[config.mk]
export PLATFORM = sky130hd
export DESIGN_NAME = byte_stream_hash64_core
export DESIGN_NICKNAME = d
export VERILOG_FILES = /design/src/sv/bsh_pkg.sv /design/src/sv/byte_stream_hash64_core.sv /design/src/sv/bsh_front.sv /design/src/sv/bsh_fifo.sv /design/src/sv/bsh_mul.sv /design/src/sv/bsh_back.sv
export SDC_FILE = /design/constraint.sdc
export NUM_CORES = 2
export LEC_CHECK = 0
export ABC_AREA = 1
export ABC_CLOCK_PERIOD_IN_PS = 10900
export BUFFER_PORTS_ARGS = -buffer_cell sky130_fd_sc_hd__buf_2
export CAP_MARGIN = 20
export CELL_PAD_IN_SITES_DETAIL_PLACEMENT = 1
export CELL_PAD_IN_SITES_GLOBAL_PLACEMENT = 1
export CORE_MARGIN = 8
export CORE_UTILIZATION = 40
export CTS_CLUSTER_DIAMETER = 200
export DETAILED_ROUTE_END_ITERATION = 8
export GPL_TIMING_DRIVEN = 0
export PLACE_DENSITY = 0.66
export SKIP_CTS_REPAIR_TIMING = 1
export SYNTH_ARGS = -nofsm -noshare
export SYNTH_HDL_FRONTEND = slang
export SYNTH_SLANG_ARGS = --single-unit
[constraint.sdc]
create_clock -name clk -period 10.9 [get_ports clk]
set_input_delay 0.545 -clock clk [delete_from_list [all_inputs] [get_ports clk]]
set_output_delay 0.545 -clock clk [all_outputs]
set_load 0.02 [all_outputs]
[src/sv/bsh_pkg.sv]
// shared constants and item type for the byte stream hash core
`timescale 1ns / 1ps

package bsh_pkg;

  localparam int HASH_W = 64;
  localparam int BYTE_W = 8;

  // seed and multiplier constants
  localparam logic [HASH_W-1:0] SEED_VALUE  = 64'h1234_5678_90AB_CDEF;
  localparam logic [HASH_W-1:0] GOLDEN_MULT = 64'h9E37_79B9_7F4A_7C15;
  localparam logic [HASH_W-1:0] FMIX_MULT_A = 64'hFF51_AFD7_ED55_8CCD;
  localparam logic [HASH_W-1:0] FMIX_MULT_B = 64'hC4CE_B9FE_1A85_EC53;

  // mixing shifts and round count
  localparam int ABSORB_SHIFT = 32;
  localparam int ROT_LEFT     = 13;
  localparam int FMIX_SHIFT   = 33;
  localparam int FMIX_ROUNDS  = 7;
  localparam int ROUND_W      = $clog2(FMIX_ROUNDS);

  // queue between front and back
  localparam int QUEUE_DEPTH_DEFAULT = 4;

  // one classified item as it travels through the queue
  typedef struct packed {
    logic [BYTE_W-1:0] data;
    logic              present;
    logic              last;
  } op_t;

endpackage

[src/sv/byte_stream_hash64_core.sv]
// Streaming 64-bit byte hash with fmix64 finalization. Items carry one byte
// each; the back end takes a new byte only once the previous one is absorbed,
// using the shared 64x64 multiplier (registered 32-bit partial products,
// then combine and mix). An item flagged last runs seven fmix rounds of two
// multiplies each, and the result register is then loaded. Items with
// neither a byte nor the last flag are taken and dropped. A queue of
// QUEUE_DEPTH items lets the front end keep taking items while the back end
// works; a full result register stalls the back end, and the front end once
// the queue is full. After reset, and after every emitted hash, the state is
// the seed.
`timescale 1ns / 1ps

module byte_stream_hash64_core #(
  parameter int QUEUE_DEPTH = bsh_pkg::QUEUE_DEPTH_DEFAULT
) (
  input  logic                        clk,
  input  logic                        rst,
  input  logic [bsh_pkg::BYTE_W-1:0]  data_byte,
  input  logic                        byte_present,
  input  logic                        last_byte,
  input  logic                        in_valid,
  output logic                        in_ready,
  output logic [bsh_pkg::HASH_W-1:0]  hash_value,
  output logic                        out_valid,
  input  logic                        out_ready
);
  import bsh_pkg::*;

  logic push_valid;
  logic push_ready;
  op_t  push_op;
  logic q_valid;
  logic q_pop;
  op_t  q_head;

  // accept and classify
  bsh_front u_front (
    .clk          (clk),
    .rst          (rst),
    .data_byte    (data_byte),
    .byte_present (byte_present),
    .last_byte    (last_byte),
    .in_valid     (in_valid),
    .in_ready     (in_ready),
    .push_valid   (push_valid),
    .push_op      (push_op),
    .push_ready   (push_ready)
  );

  // decoupling queue
  bsh_fifo #(
    .DEPTH (QUEUE_DEPTH)
  ) u_fifo (
    .clk        (clk),
    .rst        (rst),
    .push_valid (push_valid),
    .push_op    (push_op),
    .push_ready (push_ready),
    .pop_valid  (q_valid),
    .pop_op     (q_head),
    .pop_ready  (q_pop)
  );

  // hashing engine and result register
  bsh_back u_back (
    .clk        (clk),
    .rst        (rst),
    .q_valid    (q_valid),
    .q_head     (q_head),
    .q_pop      (q_pop),
    .hash_value (hash_value),
    .out_valid  (out_valid),
    .out_ready  (out_ready)
  );

endmodule

[src/sv/bsh_front.sv]
// front end: accepts input items, drops idle ones, stages the rest for the queue
`timescale 1ns / 1ps

module bsh_front (
  input  logic                        clk,
  input  logic                        rst,
  input  logic [bsh_pkg::BYTE_W-1:0]  data_byte,
  input  logic                        byte_present,
  input  logic                        last_byte,
  input  logic                        in_valid,
  output logic                        in_ready,
  output logic                        push_valid,
  output bsh_pkg::op_t                push_op,
  input  logic                        push_ready
);
  import bsh_pkg::*;

  logic hold_valid;
  op_t  hold_op;
  logic accept;
  logic is_op;

  // staging register frees whenever the queue takes its item
  assign in_ready   = !hold_valid || push_ready;
  assign accept     = in_valid && in_ready;
  assign is_op      = byte_present || last_byte;
  assign push_valid = hold_valid;
  assign push_op    = hold_op;

  // hold one classified item; idle items are taken and dropped
  always_ff @(posedge clk) begin
    if (rst) begin
      hold_valid <= 1'b0;
    end else begin
      if (accept && is_op) begin
        hold_valid      <= 1'b1;
        hold_op.data    <= data_byte;
        hold_op.present <= byte_present;
        hold_op.last    <= last_byte;
      end else if (hold_valid && push_ready) begin
        hold_valid <= 1'b0;
      end
    end
  end

endmodule

[src/sv/bsh_fifo.sv]
// small register queue that decouples the front end from the back end
`timescale 1ns / 1ps

module bsh_fifo #(
  parameter int DEPTH = bsh_pkg::QUEUE_DEPTH_DEFAULT
) (
  input  logic         clk,
  input  logic         rst,
  input  logic         push_valid,
  input  bsh_pkg::op_t push_op,
  output logic         push_ready,
  output logic         pop_valid,
  output bsh_pkg::op_t pop_op,
  input  logic         pop_ready
);
  import bsh_pkg::*;

  localparam int PTR_W = (DEPTH > 1) ? $clog2(DEPTH) : 1;
  localparam int CNT_W = $clog2(DEPTH + 1);

  op_t              entries [DEPTH];
  logic [PTR_W-1:0] wr_ptr;
  logic [PTR_W-1:0] rd_ptr;
  logic [CNT_W-1:0] count;
  logic             push;
  logic             pop;

  assign push_ready = (count != CNT_W'(DEPTH));
  assign pop_valid  = (count != '0);
  assign pop_op     = entries[rd_ptr];
  assign push       = push_valid && push_ready;
  assign pop        = pop_valid && pop_ready;

  // entry storage
  always_ff @(posedge clk) begin
    if (push) begin
      entries[wr_ptr] <= push_op;
    end
  end

  // pointers and fill count
  always_ff @(posedge clk) begin
    if (rst) begin
      wr_ptr <= '0;
      rd_ptr <= '0;
      count  <= '0;
    end else begin
      if (push) begin
        wr_ptr <= (wr_ptr == PTR_W'(DEPTH - 1)) ? '0 : wr_ptr + 1'b1;
      end
      if (pop) begin
        rd_ptr <= (rd_ptr == PTR_W'(DEPTH - 1)) ? '0 : rd_ptr + 1'b1;
      end
      if (push && !pop) begin
        count <= count + 1'b1;
      end else if (pop && !push) begin
        count <= count - 1'b1;
      end
    end
  end

`ifndef SYNTH
  // fill count never runs past the depth
  a_count_bound: assert property (@(posedge clk) disable iff (rst)
    count <= CNT_W'(DEPTH))
    else $error("queue count above depth");

  // a lone push grows the count by exactly one
  a_count_push: assert property (@(posedge clk) disable iff (rst)
    (push && !pop) |=> count == $past(count) + 1'b1)
    else $error("queue count did not follow push");
`endif

endmodule

[src/sv/bsh_mul.sv]
// two-stage 64x64 low-half multiplier built from 32-bit partial products
`timescale 1ns / 1ps

module bsh_mul (
  input  logic                        clk,
  input  logic [bsh_pkg::HASH_W-1:0]  mul_a,
  input  logic [bsh_pkg::HASH_W-1:0]  mul_c,
  output logic [bsh_pkg::HASH_W-1:0]  mul_prod
);
  import bsh_pkg::*;

  localparam int HALF_W = HASH_W / 2;

  logic [HASH_W-1:0] p_ll;
  logic [HALF_W-1:0] p_cross;
  logic [HASH_W-1:0] ll_next;
  logic [HALF_W-1:0] cross_hl;
  logic [HALF_W-1:0] cross_lh;

  // low x low full product, cross terms only need their low half
  always_comb begin
    ll_next  = HASH_W'(mul_a[HALF_W-1:0]) * HASH_W'(mul_c[HALF_W-1:0]);
    cross_hl = mul_a[HASH_W-1:HALF_W] * mul_c[HALF_W-1:0];
    cross_lh = mul_a[HALF_W-1:0] * mul_c[HASH_W-1:HALF_W];
  end

  // partial product registers
  always_ff @(posedge clk) begin
    p_ll    <= ll_next;
    p_cross <= cross_hl + cross_lh;
  end

  // second stage: combine partials
  assign mul_prod = p_ll + {p_cross, {HALF_W{1'b0}}};

endmodule

[src/sv/bsh_back.sv]
// back end: absorbs bytes, runs the finalization rounds and holds the result
`timescale 1ns / 1ps

module bsh_back (
  input  logic                        clk,
  input  logic                        rst,
  input  logic                        q_valid,
  input  bsh_pkg::op_t                q_head,
  output logic                        q_pop,
  output logic [bsh_pkg::HASH_W-1:0]  hash_value,
  output logic                        out_valid,
  input  logic                        out_ready
);
  import bsh_pkg::*;

  typedef enum logic [2:0] {
    S_IDLE,
    S_ABS_FIN,
    S_FMA_MUL,
    S_FMA_FIN,
    S_FMB_MUL,
    S_FMB_FIN,
    S_EMIT
  } state_t;

  localparam logic [ROUND_W-1:0] LAST_ROUND = ROUND_W'(FMIX_ROUNDS - 1);

  state_t               state;
  logic [HASH_W-1:0]    running_hash;
  logic [HASH_W-1:0]    work;
  logic [ROUND_W-1:0]   round;
  logic                 last_pend;
  logic [HASH_W-1:0]    mul_a;
  logic [HASH_W-1:0]    mul_c;
  logic [HASH_W-1:0]    mul_prod;

  // x ^ (x >> 33)
  function automatic logic [HASH_W-1:0] fmix_xs(input logic [HASH_W-1:0] x);
    return x ^ (x >> FMIX_SHIFT);
  endfunction

  // fold the high half down, then rotate left
  function automatic logic [HASH_W-1:0] absorb_post(input logic [HASH_W-1:0] p);
    logic [HASH_W-1:0] t;
    t = p ^ (p >> ABSORB_SHIFT);
    return (t << ROT_LEFT) | (t >> (HASH_W - ROT_LEFT));
  endfunction

  // shared multiplier
  bsh_mul u_mul (
    .clk      (clk),
    .mul_a    (mul_a),
    .mul_c    (mul_c),
    .mul_prod (mul_prod)
  );

  // operand and constant select for the multiplier
  always_comb begin
    mul_a = running_hash ^ {{(HASH_W - BYTE_W){1'b0}}, q_head.data};
    mul_c = GOLDEN_MULT;
    unique case (state)
      S_IDLE: begin
        if (!q_head.present) begin
          mul_a = fmix_xs(running_hash);
          mul_c = FMIX_MULT_A;
        end
      end
      S_FMA_MUL: begin
        mul_a = fmix_xs(work);
        mul_c = FMIX_MULT_A;
      end
      S_FMB_MUL: begin
        mul_a = fmix_xs(work);
        mul_c = FMIX_MULT_B;
      end
      default: begin
        mul_a = running_hash ^ {{(HASH_W - BYTE_W){1'b0}}, q_head.data};
        mul_c = GOLDEN_MULT;
      end
    endcase
  end

  assign q_pop = (state == S_IDLE) && q_valid;

  // sequencer, hash state and result register
  always_ff @(posedge clk) begin
    if (rst) begin
      state        <= S_IDLE;
      running_hash <= SEED_VALUE;
      round        <= '0;
      out_valid    <= 1'b0;
    end else begin
      // result taken with no new one loaded behind it
      if (out_valid && out_ready && state != S_EMIT) begin
        out_valid <= 1'b0;
      end
      unique case (state)
        S_IDLE: begin
          if (q_valid) begin
            if (q_head.present) begin
              last_pend <= q_head.last;
              state     <= S_ABS_FIN;
            end else begin
              // empty last item: first multiply already started on the state
              running_hash <= SEED_VALUE;
              state        <= S_FMA_FIN;
            end
          end
        end
        S_ABS_FIN: begin
          if (last_pend) begin
            work         <= absorb_post(mul_prod);
            running_hash <= SEED_VALUE;
            state        <= S_FMA_MUL;
          end else begin
            running_hash <= absorb_post(mul_prod);
            state        <= S_IDLE;
          end
        end
        S_FMA_MUL: begin
          state <= S_FMA_FIN;
        end
        S_FMA_FIN: begin
          work  <= mul_prod;
          state <= S_FMB_MUL;
        end
        S_FMB_MUL: begin
          state <= S_FMB_FIN;
        end
        S_FMB_FIN: begin
          work <= fmix_xs(mul_prod);
          if (round == LAST_ROUND) begin
            round <= '0;
            state <= S_EMIT;
          end else begin
            round <= round + 1'b1;
            state <= S_FMA_MUL;
          end
        end
        S_EMIT: begin
          if (!out_valid || out_ready) begin
            hash_value <= work;
            out_valid  <= 1'b1;
            state      <= S_IDLE;
          end
        end
        default: begin
          state <= S_IDLE;
        end
      endcase
    end
  end

`ifndef SYNTH
  // during finalization the running state already sits at the seed
  a_seed_during_fmix: assert property (@(posedge clk) disable iff (rst)
    (state != S_IDLE && state != S_ABS_FIN) |-> running_hash == SEED_VALUE)
    else $error("running hash not reseeded during finalization");

  // a new result only comes out of the emit state
  a_emit_source: assert property (@(posedge clk) disable iff (rst)
    $rose(out_valid) |-> $past(state) == S_EMIT)
    else $error("result raised outside emit");

  // round counter stays within the round count
  a_round_bound: assert property (@(posedge clk) disable iff (rst)
    round <= LAST_ROUND)
    else $error("finalization round counter out of range");
`endif

endmodule
==> flow_summary_export.csv <==
group,metric,value,unit
timing,finalClockSkew,0.0503,ns
placement,routabilityCongestion,1.06,
timing,setup_viol,0,
logic_synthesis,syn-num-nets,9591,
worst_setup_path,required,11.33,ns
worst_setup_path,cp-end-kind,"register",
finish,drive_gt1_share,7.10,%
logic_synthesis,synth_area,69300,sq um
drt,routed-wl-met3,26300,um
clock_network,numCtsBuffers,37,
logic_synthesis,synth_edf_count,179,
run_status,status,"complete, no violations",
placement,placed_cell_area,73400,sq um
drt,drcViolationCount,0,
floorplanning,initial_utilization,40.1,%
logic_synthesis,yosysWarnings,0,
clock_network,clock_insertion_delay_worst_skew,0.61,ns
placement,pre_cts_ws,-2.02,ns
worst_setup_path,cpPeakStageDelay,0.60,ns
global_route,grt_pass1_vias,58259,
run,maxCapViolations,0,
drt,drt_iter0_drc,5183,
finish,instances_no_fill,9925,
worst_setup_path,worst_path_max_delay_cell,"fa_1",
finish,stdcell_area,75800,sq um
timing,fin_crit,10.87,ns
drt,first_pass_iters,5,
drt,wl_met1,133000,um
timing,fin_crit_sh,99.7,%
floorplanning,rows,153,
logic_synthesis,ys_types,60,
clock_network,clk_pin_slew_worst_paths,0.07,ns
finish,area_growth,9.30,%
drt,vias,54031,
timing,fin_ws,0.0326,ns
logic_synthesis,avgSynthCellArea,9.46,sq um
worst_setup_path,critPathMaxFanout,10,
clock_network,root_buffer,"clkbuf_16",
logic_synthesis,yosys_register_bits,356,
worst_setup_path,path_class,"register to register",
worst_setup_path,r2r_cells,36,
logic_synthesis,synth_cells,7329,
placement,dpl.cell_count,9787,
clock_network,cts_tree,"done",
clock_network,clkSinkCount,356,
timing,finalMaxSlewViolations,0,
hold_path,whs_path_depth,1,
logic_synthesis,ys_seq_area_share,12.9,%
drt,wl_per_cell,32.4,um
floorplanning,ios,80,
timing,hold_violations,0,
logic_synthesis,synthArstFlopShare,0,%
placement,place.port_buffers,79,
floorplanning,die_y,432,um
global_route,grt_max_degree,28,
placement,dpl.hpwl,285000,um
floorplanning,fp.coreArea,173000,sq um
floorplanning,fp.dieArea,187000,sq um
clock_network,htree_levels,2,
logic_synthesis,synthFlopType,"edfxtp_1",
hold_path,hp-class,"primary input to register",
timing,slew_headroom,14.2,%
worst_setup_path,start_kind,"register",
finish,fill_cells,19950,
worst_setup_path,crit_top_cell,"fa_1",
clock_network,clockBufferDepth,3,
global_route,grt_util_all_layers,34.3,%
worst_setup_path,arrival,11.29,ns
drt,wl_met2,143000,um
timing,grt_setup_unrepaired,"true",
drt,ant_nets,0,
global_route,grt-ovfl-total,0,
timing,fmax,0.0920,GHz
floorplanning,fp.dieW,432,um
drt,highest_layer,"met5",
timing,tightest_slew,1.28,ns
drt,drt-total-wl,322000,um
global_route,grt_pass1_wl,449000,um
global_route,antenna_found_initial,25,
drt,via_per_inst,5.44,
finish,nets,9821,
## sequential cells by signal, indices dropped and copies added, names as in the netlist, 10 cells and up, named ones only
register	count
u_front.push_op	10
u_back.running_hash	64
u_back.u_mul.p_ll	64
u_back.u_mul.p_cross	32
u_back.hash_value	64
u_back.work	64
u_fifo.entries	40
## worst max-delay path: cells and delay by family (launching register included)
kind / cells / cell delay, ns
xor gates and xnor gates: 1 / 0.60
AOI/OAI and AO/OA: 1 / 0.14
and+or+nand+nor: 10 / 2.05
adders and majority gates: 11 / 5.60
DFF: 1 / 0.38
buffers and inverters: 13 / 1.90
## routing by layer
| metal | global-route usage (%) | vias to the layer above |
|---|---|---|
| met4 | 16.1 | 6 |
| met1 | 47.2 | 28530 |
| li1 | - | 22361 |
| met5 | 0 | - |
| met3 | 6.11 | 609 |
| met2 | 52.8 | 2525 |
## layout by cell type, fill, tap and decap left out, types with 81 or more instances in the layout
master,n
a21oi_1,249
buf_2,87
buf_4,81
dfxtp_1,177
edfxtp_1,179
fa_1,1524
ha_1,724
inv_1,2045
nand2_1,984
nand3_1,226
nor2_1,306
o21ai_0,133
xnor2_1,81
xor2_1,120
## cell type report
type | count | area, sq um | share of cell area, %
Buffer | 111 | 641 | 0.845
Sequential cell | 356 | 8920 | 11.8
Timing Repair Buffer | 192 | 1600 | 2.11
Clock inverter | 20 | 254 | 0.335
Clock buffer | 47 | 1020 | 1.35
Inverter | 2101 | 8000 | 10.6
Tap cell | 2325 | 2910 | 3.84
Antenna cell | 13 | 32.5 | 0.0429
Multi-Input combinational cell | 4760 | 52400 | 69.2
## worst paths after layout
kind,startpoint,to,slack [ns]
worst max-delay path,register,u_back.u_mul.p_cross[30]$_DFF_P_,0.03
worst min-delay path,data_byte[7],u_front.push_op[9]$_DFFE_PP_,0.15
worst max register to register,register,u_back.u_mul.p_cross[30]$_DFF_P_,0.03
worst min register to register,u_back.work[7]$_DFFE_PP_,u_back.hash_value[7]$_DFFE_PP_,0.47
## metrics by stage
stage                     TNS (ns)  hold slack, ns  utilization, %
after floorplan                  0           0.427               -
after global placement     -125.22           0.456            42.0
after CTS                   -58.47           0.124            43.2
after detailed placement    -55.76           0.462            42.4
final                            0           0.150            43.8
after global routing       -0.0463           0.125            43.8
## Yosys cell counts, types with 4 or more instances
library cell  number  area (sq um)
buf_1             26          97.6
clkbuf_1          58           218
a21boi_0           7          52.6
nand3_1          226          1130
nor4_1             9          56.3
buf_4              9          67.6
o31ai_1            9          67.6
nand2_1         1013          3800
nand3_2           12           120
nor3_1            21           105
edfxtp_1         179          5380
dfxtp_1          177          3540
o21ai_0          138           691
o21ai_2           11          96.3
fa_1            1524         30500
nor2_2             5          31.3
o211ai_1          32           240
ha_1             724          9060
a21o_1            16           120
buf_2             11          55.1
xor2_1           125          1090
a31oi_1           33           206
o21ai_1           23           115
nand2_2           26           163
buf_6              7          78.8
a21oi_1          252          1260
inv_1           2075          7790
nand4_1           15          93.8
o221ai_1           9          78.8
nand3b_1          17           128
xnor2_1           82           718
o21bai_1          12          90.1
inv_2             23          86.3
o21a_1            11          82.6
nor2_1           325          1220
and3_1             4          25.0
or2_2             36           225
nand3_4            4          70.1
## cell families after synthesis
logic type      Yosys count  synth area share [%]
fa+ha+maj              2248                  57.1
buf+inv                2213                  12.1
simple gates           1718                  10.4
compound gates          585                  4.89
flops                   356                  12.9
xor+xnor                207                  2.61
mux                       2                0.0289
Power is left out: the tool's default activity adds up to more than one toggle a clock period on the data nets, which glitch-free logic cannot reach.
